## src/rtl/bqbc_pkg.sv

```systemverilog
// package for the bracket and quote balance checker
// types, character codes and defaults; no dependencies
`timescale 1ns / 1ps

package bqbc_pkg;

    localparam int STACK_DEPTH_DEF = 64;
    localparam int INDEX_WIDTH_DEF = 16;

    localparam logic [7:0] CH_LPAREN  = 8'h28;
    localparam logic [7:0] CH_RPAREN  = 8'h29;
    localparam logic [7:0] CH_LSQUARE = 8'h5B;
    localparam logic [7:0] CH_RSQUARE = 8'h5D;
    localparam logic [7:0] CH_LCURLY  = 8'h7B;
    localparam logic [7:0] CH_RCURLY  = 8'h7D;
    localparam logic [7:0] CH_SQUOTE  = 8'h27;
    localparam logic [7:0] CH_DQUOTE  = 8'h22;

    typedef enum logic [2:0] {
        ST_BALANCED  = 3'd0,
        ST_MISMATCH  = 3'd1,
        ST_EMPTY     = 3'd2,
        ST_OPEN_QUOTE = 3'd3,
        ST_UNCLOSED  = 3'd4,
        ST_OVERFLOW  = 3'd5
    } t_status;

    typedef enum logic [1:0] {
        KIND_PAREN  = 2'd0,
        KIND_SQUARE = 2'd1,
        KIND_CURLY  = 2'd2
    } t_kind;

    localparam int KIND_WIDTH = 2;

    typedef enum logic [1:0] {
        Q_NONE   = 2'd0,
        Q_SINGLE = 2'd1,
        Q_DOUBLE = 2'd2
    } t_qmode;

    // stack operation for one accepted word
    typedef struct packed {
        logic push;
        logic pop;
        logic clear;
    } t_stack_cmd;

    typedef struct packed {
        t_status     status;
        logic [15:0] err_index;
        logic [7:0]  err_char;
    } t_result;

    function automatic logic [7:0] kind_char(input t_kind kind);
        logic [7:0] ch;
        unique case (kind)
            KIND_PAREN:  ch = CH_LPAREN;
            KIND_SQUARE: ch = CH_LSQUARE;
            KIND_CURLY:  ch = CH_LCURLY;
            default:     ch = CH_LCURLY;
        endcase
        return ch;
    endfunction

endpackage

```

## src/rtl/bqbc_stack.sv

```systemverilog
// opener stack: top entry in registers, the rest in a memory with a registered read
// depends on bqbc_pkg
`timescale 1ns / 1ps

module bqbc_stack #(
    parameter int STACK_DEPTH = bqbc_pkg::STACK_DEPTH_DEF,
    parameter int INDEX_WIDTH = bqbc_pkg::INDEX_WIDTH_DEF,
    localparam int AW = (STACK_DEPTH > 1) ? $clog2(STACK_DEPTH) : 1,
    localparam int DW = $clog2(STACK_DEPTH + 1)
) (
    input  logic                    i_clk,
    input  logic                    i_rst_n,
    input  bqbc_pkg::t_stack_cmd    i_cmd,
    input  bqbc_pkg::t_kind         i_kind,
    input  logic [INDEX_WIDTH-1:0]  i_idx,
    output logic [DW-1:0]           o_depth,
    output bqbc_pkg::t_kind         o_top_kind,
    output logic                    o_next_nonempty,
    output bqbc_pkg::t_kind         o_next_kind,
    output logic [INDEX_WIDTH-1:0]  o_next_idx
);

    localparam int EW = bqbc_pkg::KIND_WIDTH + INDEX_WIDTH;

    logic [EW-1:0] mem [STACK_DEPTH];

    logic [DW-1:0] r_depth, n_depth;
    logic [EW-1:0] r_top, n_top;
    logic [EW-1:0] r_below;   // entry just under the top, read ahead

    logic          wr_en;
    logic [AW-1:0] wr_addr;
    logic [AW-1:0] rd_addr;
    logic [DW-1:0] depth_m2;

    always_comb begin
        n_depth = r_depth;
        n_top   = r_top;
        wr_en   = 1'b0;
        if (i_cmd.push) begin
            n_depth = r_depth + DW'(1);
            n_top   = {i_kind, i_idx};
            wr_en   = (r_depth != '0);
        end else if (i_cmd.pop) begin
            n_depth = r_depth - DW'(1);
            n_top   = r_below;
        end
    end

    assign wr_addr  = AW'(r_depth - DW'(1));
    assign depth_m2 = n_depth - DW'(2);
    assign rd_addr  = AW'(depth_m2);

    always_ff @(posedge i_clk) begin
        if (wr_en) begin
            mem[wr_addr] <= r_top;
        end
        // forward the word being pushed down when it is the new below entry
        if (wr_en && (wr_addr == rd_addr)) begin
            r_below <= r_top;
        end else begin
            r_below <= mem[rd_addr];
        end
        r_top <= n_top;
    end

    always_ff @(posedge i_clk) begin
        if (!i_rst_n || i_cmd.clear) begin
            r_depth <= '0;
        end else begin
            r_depth <= n_depth;
        end
    end

    assign o_depth         = r_depth;
    assign o_top_kind      = bqbc_pkg::t_kind'(r_top[EW-1 -: bqbc_pkg::KIND_WIDTH]);
    assign o_next_nonempty = (n_depth != '0);
    assign o_next_kind     = bqbc_pkg::t_kind'(n_top[EW-1 -: bqbc_pkg::KIND_WIDTH]);
    assign o_next_idx      = n_top[INDEX_WIDTH-1:0];

endmodule

```

## config.mk

```make
export PLATFORM = sky130hd
export DESIGN_NAME = bqbc_stack
export DESIGN_NICKNAME = d
export VERILOG_FILES = /design/src/rtl/bqbc_pkg.sv /design/src/rtl/bqbc_stack.sv
export SDC_FILE = /design/constraint.sdc
export NUM_CORES = 1
export LEC_CHECK = 0
export BUFFER_PORTS_ARGS = -buffer_cell sky130_fd_sc_hd__buf_2
export CORE_MARGIN = 2
export CORE_UTILIZATION = 40
export CTS_CLUSTER_DIAMETER = 80
export CTS_CLUSTER_SIZE = 28
export DETAILED_ROUTE_END_ITERATION = 6
export PLACE_DENSITY_LB_ADDON = 0.05
export SLEW_MARGIN = 20
export SYNTH_ARGS = -nofsm -noshare
export SYNTH_HDL_FRONTEND = slang
export SYNTH_SLANG_ARGS = --single-unit
```

## constraint.sdc

```tcl
create_clock -name i_clk -period 4.7 [get_ports i_clk]
set_input_delay 0.235 -clock i_clk [delete_from_list [all_inputs] [get_ports i_clk]]
set_output_delay 0.235 -clock i_clk [all_outputs]
set_load 0.005 [all_outputs]
```

* Word-level counts from Yosys, hierarchy flattened
Memory sizes are Yosys's and may differ from the RTL's. A register that Yosys moved wholly into a read port is not among the register bits.
Cells that the tools add are included.
** Storage, ports and cells
- Bits in writable memories :: 1152
- Input bits :: 23
- Bits in registers :: 25
- Latch bits :: 0
- Output and inout bits :: 28
- Memories :: 1
- Logic and storage cells :: 17
- Bits in read-only memories :: 0
** Memory list
- mem :: depth 64, width 18, read ports 1, clocked after Yosys merged registers in 1, wr ports 1, line bqbc_stack.sv:25 : logic [EW-1:0] mem [STACK_DEPTH];
** Cells by class
- Reduce and logical (&&, ||, !) cells :: 4
- Bitwise logic cells :: 0
- Equality and inequality tests :: 0
- Divide/modulo/power cells :: 0
- Add/sub/neg operators :: 3
- Muxes and demuxes :: 7
- $lt $le $gt $ge :: 0
- Multiply operators :: 0
- Shift operators :: 0
** Operator list (number)
- 2-to-1 mux 18 bit :: 2
- 2-to-1 mux 7 bit :: 2
- nonzero test 7 bit :: 2
- adder 7 x 1 -> 7 bit (second input constant) :: 1
- subtractor 7 x 1 -> 7 bit (second input constant) :: 1
- subtractor 6 x 2 -> 6 bit (second input constant) :: 1
- 2-to-1 mux 1 bit :: 3
- logical NOT 1 bit :: 1
- logical OR 1 bit :: 1

* Depth between registers and ports, before layout
Gate-level depths: netlist (run 1).
- Word-level depth :: 4
- Gate-level depth with buffers :: 9
- Gate-level depth less buffers :: 7

* Worst setup path before layout (run 1)
Ideal clock, no wire load.
- Path kind :: flip-flop to flip-flop
- From :: reg r_depth[0], in the netlist o_depth[0]
- To :: mem mem[48][0] in the netlist's numbering (enable)
- Library setup time :: 0.393 ns
- Period minus slack after synthesis :: 2.801 ns
- Data required time :: 4.307 ns
- Setup slack :: 1.899 ns
- Data arrival time :: 2.409 ns
- Path buffers :: 0
- Stages on the path, launching flop included :: 8
- Cell sequence :: dfxtp_1 inv_1 ha_1 nor2b_1 xnor2_1 o31ai_1 nand2_1 nor2_1
** On the way
- Longest elaborated chain between the ends :: 4
- Elaborated cells between the ends (all ways) :: 5
- Those cells by class :: add/sub (1); mux (3); reduce/logical (1)
** RTL lines
- start, declared :: line bqbc_stack.sv:27 : logic [DW-1:0] r_depth, n_depth;
- start signal, assigned :: line bqbc_stack.sv:71 : r_depth <= n_depth;
- branches (longest 4 deep; another with subtractor 7 x 1 -> 7 bit)
- end, declared :: line bqbc_stack.sv:25
Parallel ways; which one is timed is not known.

==> results_dict.tcl, run 1 <==
set metrics [dict create \
    synth_cell_types 41 \
    clockBufferDepth 3 \
    track_usage 0.212 \
    synth_adder_area_share 0.00110 \
    initial_core_util 0.404 \
    die_w_um 341 \
    drive_gt1_frac 0.296 \
    die_area_um2 117000 \
    grt_pass1_wl_um 174000 \
    die_y_um 341 \
    hold-path-endpoint "o_depth[6]" \
    crit_path_end_kind "primary output" \
    irDropWorstVdd_uv 319 \
    path_class "flip-flop to primary output" \
    antenna_found_initial 6 \
    vias 21300 \
    htreeDepth 2 \
    worstHoldStart "i_rst_n" \
    netlist_area_um2 45600 \
    std_cell_rows 123 \
    cts-resized-gates 0 \
    synth_seq_cells 1183 \
    port_buffers 50 \
    slew_headroom 0.240 \
    status "finished clean" \
    period_share 0.858 \
    nFillCells 9559 \
    grt_setup_unrepaired "no" \
    final_nets 2227 \
    dp_hpwl_um 76800 \
    synth.area.mux_share 0.170 \
    hold_viol 0 \
    core_um2 113000 \
    viasPerCell 5.70 \
    final_cell_area_um2 50600 \
    cp.buffers_inverters 2 \
    setup_viol 0 \
    synthCells 2052 \
    synth_compound_area_frac 0.0204 \
    yosys.area_share.simple 0.0191 \
    crit_fanout 17 \
    rr_endpoint "mem[48][1]" \
    slew_viol_final 0 \
    cts_made_buffers 55 \
    hp-class "primary input to flip-flop" \
    synth_xor_area_frac 0.00231 \
    clock-sinks 1183 \
    postRouteAntennaNets 0 \
    fmax_ghz 0.248 \
    rrSetupSlack_ns 1.39 \
    ctsHoldBuffers 17 \
    cts_root_buffer "clkbuf_16" \
    drv_cap 0 \
    grt-ovfl-total 0 \
    final_core_util 0.449 \
    r2r_cells 8 \
    gp_congestion 0.819 \
    wl_per_cell_um 32.8 \
    power.density_nw_per_um2 439 \
    slowest_delay_ns 0.94 \
    dpl-instance-area_um2 48400 \
    io_pins 51 \
    tns_ns 0 \
    cp.arrival_ns 3.80 \
    syn_nets 2079 \
    routed_wirelength_um 123000 \
    cp_cell_sequence "and2_1 > buf_4 > a221oi_1 > o21ai_1 > nand3_1 > buf_2" \
    post-route-drc-count 0 \
    path_clk_slew_ns 0.11 \
    worst-slew-pin-transition_ns 1.14 \
    cts_tree "yes" \
    first_pass_iters 5 \
    avgSynthCellArea_um2 22.2 \
    drt_iter0_drc 2194 \
    hold_depth 3 \
    synth.area.top_cells "edfxtp_1, mux4_2, mux2i_1" \
    required_ns 4.47 \
    clock_latency_ns 0.70 \
    cts_setup_buffers 0 \
    slowest_stage "a221oi_1" \
    period_needed_ns 4.03 \
    grt_pass1_vias 21800 \
    cpLargestDelayFamily "compound AO/OA/AOI/OAI gates" \
    yosys_warnings 0 \
    p_leak_nw 16.0 \
    area_growth_pct 11.1 \
    reg2reg_from "o_depth[0]" \
    synth_top_family_by_area "multiplexers" \
    synth_top_area_share 0.759 \
    synth-seq-area-share 0.773 \
    synth_top_cell_by_area "edfxtp_1" \
    startpoint_type "flip-flop" \
    skew_ns 0.0288 \
    grt_max_degree 66 \
]
[kinds of logic after synthesis]
group / count (synthesis)
AO/OA/AOI/OAI: 134
XOR/XNOR: 12
adder cells (fa/ha/maj): 4
buffers and inverters: 115
flip-flops: 1183
multiplexers: 414
AND/OR/NAND/NOR: 190
[flip-flops by register name (all words and copies together), names as in the netlist, named ones only]
register	flops
r_top	18
o_depth	7
mem	1152
[layout make-up]
| class | instances | area, um^2 | share of cell area |
|---|---|---|---|
| Inverter | 6 | 22.5 | 0.000445 |
| Tap cell | 1500 | 1880 | 0.0371 |
| Timing Repair Buffer | 200 | 1540 | 0.0305 |
| Clock buffer | 66 | 1500 | 0.0296 |
| Clock inverter | 31 | 495 | 0.00979 |
| Sequential cell | 1183 | 35300 | 0.697 |
| Antenna cell | 1 | 2.50 | 0.0000494 |
| Multi-Input combinational cell | 754 | 9910 | 0.196 |
[cells in the final DEF (no fill, tap or decap), drive strengths merged, types with 4 or more instances in the layout]
cell	n
nand4	4
o22ai	21
mux4	288
nand2	26
a211oi	10
mux2i	120
clkbuf	66
a21oi	11
dlygate4sd3	17
mux2	6
clkinv	10
clkinvlp	5
nor2b	7
dfxtp	31
a221oi	8
buf	183
nor2	88
ha	4
and2	4
nand2b	4
inv	13
a22oi	56
xnor2	9
edfxtp	1152
a21o	6
o21ai	15
bufinv	9
nand3	43
[per-stage QoR]
stage                     hold WS (ns)  setup slack, ns  cells  total power, W
after floorplan                  0.442             1.90   2052          0.0145
after detailed placement         0.522             1.33   3625          0.0162
after CTS                       0.0428            0.537   3739          0.0225
after global placement           0.517             1.34   3625          0.0162
after global routing            0.0976            0.483   3740          0.0230
final                            0.110            0.669   3741          0.0222
[power breakdown]
part           internal [W]  switching (W)
clock               0.00286        0.00344
combinational       0.00105        0.00200
sequential           0.0123       0.000550
total                0.0162        0.00599
[synthesized netlist by cell type, drive strengths merged]
cell type	count
nor2	88
nand4b	1
nand3b	3
dfxtp	31
o31ai	2
mux2	6
nand2b	4
or3b	3
nand4	4
o21ai	15
a21o	6
a21oi	11
a22oi	56
mux4	288
o22ai	21
xor2	3
or3	2
a22o	1
inv	6
mux2i	120
a32oi	3
ha	4
nor3	1
a221oi	8
buf	78
clkbuf	31
or4	1
and3	3
edfxtp	1152
xnor2	9
and2	4
a211oi	10
nand2	26
nor2b	7
o211ai	1
nand3	43
[how the worst max path moves through the flow]
stage	start	to	depth (start not counted)
3_3_place_gp	flip-flop	o_next_idx[1]	7
6_report	flip-flop	o_next_idx[9]	6
5_1_grt	flip-flop	o_next_idx[1]	7
2_1_floorplan	o_depth[0]	mem[48][0]	7
3_5_place_dp	flip-flop	o_next_idx[1]	7
4_1_cts	flip-flop	o_next_idx[1]	7
[metal layers]
| metal | routed length, um | track usage | up-vias |
|---|---|---|---|
| li1 | - | - | 8891 |
| met1 | 56100 | 0.318 | 11700 |
| met2 | 58100 | 0.335 | 566 |
| met3 | 6170 | 0.0280 | 106 |
| met4 | 2180 | 0.0432 | 2 |
| met5 | 13 | 0 | - |
[worst reg2reg max path: stages, from the launching register on]
cell and delay (ns):
dfxtp_1 0.42, inv_1 0.15, ha_1 0.31, nor2b_1 0.38, xnor2_1 0.15, o31ai_1 0.28
nand2_1 0.32, nor2_2 0.64, buf_4 0.35
Note: power is estimated with default switching activity, not from simulation.
==> run 2, diff against run 1 <==
--- a/config.mk
+++ b/config.mk
@@ -11,7 +11,7 @@
 export CTS_CLUSTER_DIAMETER = 80
 export CTS_CLUSTER_SIZE = 28
 export DETAILED_ROUTE_END_ITERATION = 6
-export PLACE_DENSITY_LB_ADDON = 0.05
+export PLACE_DENSITY = 0.62
 export SLEW_MARGIN = 20
 export SYNTH_ARGS = -nofsm -noshare
 export SYNTH_HDL_FRONTEND = slang
==> run 2 against run 1 <==
Net effect:
- critical path depth grew 2
- clock skew grew 0.014 ns
- wire length shrank 12%
- flip-flop and latch count is the same
- final cell count shrank 1.0%
- sequential power shrank 3%
- critical endpoint is now o_next_idx[5]
==> results_dict.tcl, run 2 (synthesis results as in run 1) <==
set metrics [dict create \
    status "finished clean" \
    vias 21400 \
    viasPerCell 5.78 \
    r2r_cells 7 \
    worstHoldStart "i_idx[5]" \
    layout_commonest_cell "edfxtp_1" \
    routed_wirelength_um 108000 \
    nFillCells 9445 \
    final_cells 3703 \
    wl_per_cell_um 29.1 \
    required_ns 4.47 \
    hold_viol 0 \
    dp_worst_setup_slack_ns 1.16 \
    antenna_found_initial 2 \
    crit_end "o_next_idx[5]" \
    skew_ns 0.0429 \
    grt_pass1_wl_um 155000 \
    drt_iter0_drc 2989 \
    cts_root_buffer "clkbuf_16" \
    gp_congestion 0.832 \
    core_um2 113000 \
    reg2reg_from "o_depth[1]" \
    rrSetupSlack_ns 0.93 \
    std_cell_rows 123 \
    dp_hpwl_um 64000 \
    hp-class "primary input to flip-flop" \
    drive_gt1_frac 0.270 \
    cts_tree "yes" \
    crit_path_end_kind "primary output" \
    final_nets 2192 \
    postRouteAntennaNets 0 \
    layout_common_cells "edfxtp_1, mux4_2, mux2i_1" \
    fin_ws_ns 0.817 \
    period_needed_ns 3.88 \
    setup_viol 0 \
    tns_ns 0 \
    drv_cap 0 \
    slew_viol_final 0 \
    cts-resized-gates 0 \
    clockBufferDepth 3 \
    path_clk_slew_ns 0.11 \
    worst-slew-pin-transition_ns 1.13 \
    io_pins 51 \
    cts_setup_buffers 0 \
    startpoint_type "flip-flop" \
    clock_latency_ns 0.66 \
    irDropWorstVdd_uv 334 \
    path_class "flip-flop to primary output" \
    die_area_um2 117000 \
    htreeDepth 2 \
    power.total_w 0.0210 \
    cp.arrival_ns 3.65 \
    slowest_stage "a221oi_1" \
    post-route-drc-count 0 \
    period_share 0.826 \
    fmax_ghz 0.258 \
    track_usage 0.184 \
    power.density_nw_per_um2 420 \
    first_pass_iters 5 \
    place_inst 3595 \
    rr_endpoint "mem[23][13]" \
    crit_fanout 33 \
    area_growth_pct 9.57 \
    die_y_um 341 \
    grt_pass1_vias 21200 \
    slowest_delay_ns 0.70 \
    slew_headroom 0.243 \
    grt-ovfl-total 0 \
    initial_core_util 0.404 \
    cts_made_buffers 50 \
    largest_reg_flops 1152 \
    clock-sinks 1183 \
    die_w_um 341 \
    p_leak_nw 15.7 \
    grt_max_degree 66 \
    port_buffers 50 \
    final_core_util 0.443 \
    grt_setup_unrepaired "no" \
    largest-register "mem" \
    cp_cell_sequence "buf_12 > buf_4 > mux4_2 > mux2i_1 > a221oi_1 > o21ai_1 > nand3_1 > buf_2" \
]
run 2: cell types whose count changed in the layout (fill, tap and decap cells not counted), sizes merged:
cell | previous run | this run
clkinvlp | 5 | 1
inv | 13 | 12
clkbuf | 66 | 79
clkinv | 10 | 4
buf | 183 | 153
bufinv | 9 | 0
dlygate4sd3 | 17 | 16
run 2: worst min-delay path by stage:
stage / cells past startpoint / end / slack [ns]
3_5_place_dp: 3 / r_top[9] / 0.53
3_3_place_gp: 3 / r_top[0] / 0.53
5_1_grt: 3 / r_top[16] / 0.07
2_1_floorplan: 2 / r_top[10] / 0.44
6_report: 3 / r_top[5] / 0.08
4_1_cts: 3 / r_top[16] / 0.009
run 2: repair_timing:
item                                   in CTS  in global routing
setup endpoints to repair                   0                  0
endpoints found under the hold margin      16                  0
hold buffers                               16                  0
run 2: critical path, delay by kind of cell, from the launching register on:
| family | cells | cell delay (ns) |
|---|---|---|
| mux | 2 | 0.33 |
| flops | 1 | 0.58 |
| buf+inv | 3 | 0.80 |
| compound gates | 2 | 0.96 |
| simple gates | 1 | 0.29 |
run 2: metrics by stage:
step | hold slack, ns | cell area [um^2]
after floorplan | 0.442 | 45600
after global placement | 0.530 | 48200
after detailed placement | 0.529 | 48200
after CTS | 0.00864 | 49900
after global routing | 0.0722 | 49900
final | 0.0775 | 49900
run 2: final cells by class:
type,instances,area [um^2],area share
flip-flops and latches,1183,35300,0.706
multi-input cells,754,9930,0.199
well taps,1500,1880,0.0376
clock buffers,78,1410,0.0282
repair buffers,170,1330,0.0266
clock inverters,11,100,0.00201
inverters,6,22.5,0.000451
diodes,1,2.50,0.0000501
run 2: where the power goes:
part | internal (W) | switching (W) | leakage (nW)
combinational | 0.00103 | 0.00213 | 4.27
sequential | 0.0123 | 0.000211 | 10.7
clock | 0.00213 | 0.00316 | 0.724
total | 0.0155 | 0.00550 | 15.7
run 2: layer usage:
layer | vias to the layer above | GRT usage | part of all wire
li1 | 8812 | - | -
met1 | 11500 | 0.275 | 0.43
met5 | - | 0 | 0.00012
met3 | 136 | 0.0269 | 0.078
met4 | 2 | 0.0394 | 0.021
met2 | 918 | 0.288 | 0.47
==> run 3, diff against run 2 <==
==> constraint.sdc (replaced) <==
create_clock -name i_clk -period 3.92 [get_ports i_clk]
set_input_delay 0.196 -clock i_clk [delete_from_list [all_inputs] [get_ports i_clk]]
set_output_delay 0.196 -clock i_clk [all_outputs]
set_load 0.005 [all_outputs]
==> run 3 against run 2 <==
Net effect:
- final area rose by 0.57%
- largest power group unchanged
- count of clock-buffer cells in the layout grew 7
- first-iteration DRC count fell by 16%
- critical endpoint is now o_next_kind[1]
==> results_dict.tcl, run 3 (synthesis results as in run 1) <==
set metrics [dict create \
    status "finished clean" \
    p_sw_w 0.00660 \
    fmax_ghz 0.262 \
    viasPerCell 5.76 \
    pwr-share-clk 0.252 \
    drt_iter0_drc 2525 \
    io_pins 51 \
    skew_ns 0.0349 \
    hold_depth 3 \
    cts_tree "yes" \
    htreeDepth 2 \
    die_w_um 341 \
    die_area_um2 117000 \
    final_nets 2225 \
    worst-slew-pin-transition_ns 1.12 \
    crit_fanout 24 \
    port_buffers 50 \
    period_needed_ns 3.81 \
    worstHoldStart "i_rst_n" \
    first_pass_iters 5 \
    slew_headroom 0.254 \
    grt_setup_unrepaired "no" \
    p_leak_nw 15.9 \
    gp_congestion 0.828 \
    slew_viol_final 0 \
    clockBufferDepth 3 \
    layout_commonest_cell "edfxtp_1" \
    power.density_nw_per_um2 504 \
    cp.arrival_ns 3.62 \
    grt_max_degree 65 \
    required_ns 3.72 \
    routed_wirelength_um 110000 \
    layout_common_cells "edfxtp_1, mux4_2, buf_4" \
    internal_power_w 0.0187 \
    setup_viol 0 \
    vias 21500 \
    cts_root_buffer "clkbuf_16" \
    path_class "flip-flop to primary output" \
    place_inst 3627 \
    swShare 0.261 \
    wl_per_cell_um 29.3 \
    hp-class "primary input to flip-flop" \
    hold_viol 0 \
    final_cells 3740 \
    area_growth_pct 10.2 \
    final_core_util 0.446 \
    period_share 0.973 \
    largest_reg_flops 1152 \
    rr_endpoint "mem[22][1]" \
    reg2reg_from "o_depth[0]" \
    track_usage 0.187 \
    cts_made_buffers 49 \
    crit_path_end_kind "primary output" \
    postRouteAntennaNets 0 \
    initial_core_util 0.404 \
    dp_hpwl_um 66000 \
    clock-sinks 1183 \
    dpl-instance-area_um2 48400 \
    path_clk_slew_ns 0.11 \
    r2r_cells 8 \
    p_seq_frac 0.604 \
    clock_latency_ns 0.67 \
    tns_ns 0 \
    grt-ovfl-total 0 \
    startpoint_type "flip-flop" \
    grt_pass1_vias 21500 \
    post-route-drc-count 0 \
    drive_gt1_frac 0.280 \
    std_cell_rows 123 \
    comb_power_share 0.144 \
    hold-path-endpoint "o_depth[2]" \
    rrSetupSlack_ns 0.89 \
    final_cell_area_um2 50200 \
    die_y_um 341 \
    largest-register "mem" \
    core_um2 113000 \
    grt_pass1_wl_um 157000 \
    drv_cap 0 \
    irDropWorstVdd_uv 356 \
    antenna_found_initial 4 \
]
run 3: layout make-up:
| cell class | count | area [um^2] |
|---|---|---|
| fillers | 9451 | 62500 |
| flip-flops and latches | 1183 | 35200 |
| multi-input cells | 754 | 9870 |
| well taps | 1500 | 1880 |
| repair buffers | 204 | 1650 |
| clock buffers | 85 | 1420 |
| clock inverters | 7 | 108 |
| inverters | 6 | 22.5 |
| diodes | 1 | 2.50 |
run 3: worst max path at each step:
stage / from / slack [ns] / endpoint / depth (start not counted)
after detailed placement: flip-flop / 0.59 / o_next_kind[1] / 6
after global routing: flip-flop / 0.02 / o_next_kind[1] / 8
after floorplan: o_depth[0] / 1.12 / mem[48][0] / 7
after global placement: flip-flop / 0.56 / o_next_kind[1] / 6
final: flip-flop / 0.11 / o_next_kind[1] / 9
after CTS: flip-flop / 0.008 / o_next_kind[1] / 9
run 3: repair_timing:
action,CTS,global route
setup endpoints to repair,7,2
resized for setup,2,3
hold buffers,17,0
buffers inserted,1,0
gates cloned,0,1
endpoints found under the hold margin,18,0
run 3: routing by layer:
metal | up-vias | track usage | wire length, um
li1 | 8882 | - | -
met1 | 11500 | 0.269 | 45500
met2 | 1011 | 0.285 | 50500
met3 | 104 | 0.0539 | 11800
met4 | 2 | 0.0375 | 1900
met5 | - | 0 | 12
run 3: per-stage QoR:
stage               total power, W  setup slack (ns)  hold slack [ns]
floorplan                   0.0174              1.12            0.403
global placement            0.0191             0.561            0.486
detailed placement          0.0192             0.586            0.502
CTS                         0.0254           0.00796          0.00766
global route                0.0261            0.0248            0.104
finish                      0.0253             0.107           0.0369
run 3: critical path: stages, from the launching register on:
cell and delay, ns:
dfxtp_4 0.62, buf_16 0.27, buf_4 0.25, buf_4 0.27, mux4_2 0.33, mux2i_1 0.25, a22oi_1 0.22, nand3_1 0.19
nand3_1 0.26, buf_2 0.24
run 3: power by group through the flow:
| stage | Clock, W | Combinational [W] | Sequential (W) |
|---|---|---|---|
| 2_1_floorplan | 0 | 0.00190 | 0.0155 |
| 3_3_place_gp | 0 | 0.00351 | 0.0156 |
| 3_5_place_dp | 0 | 0.00358 | 0.0156 |
| 4_1_cts | 0.00652 | 0.00364 | 0.0153 |
| 5_1_grt | 0.00693 | 0.00387 | 0.0153 |
| 6_report | 0.00639 | 0.00364 | 0.0153 |
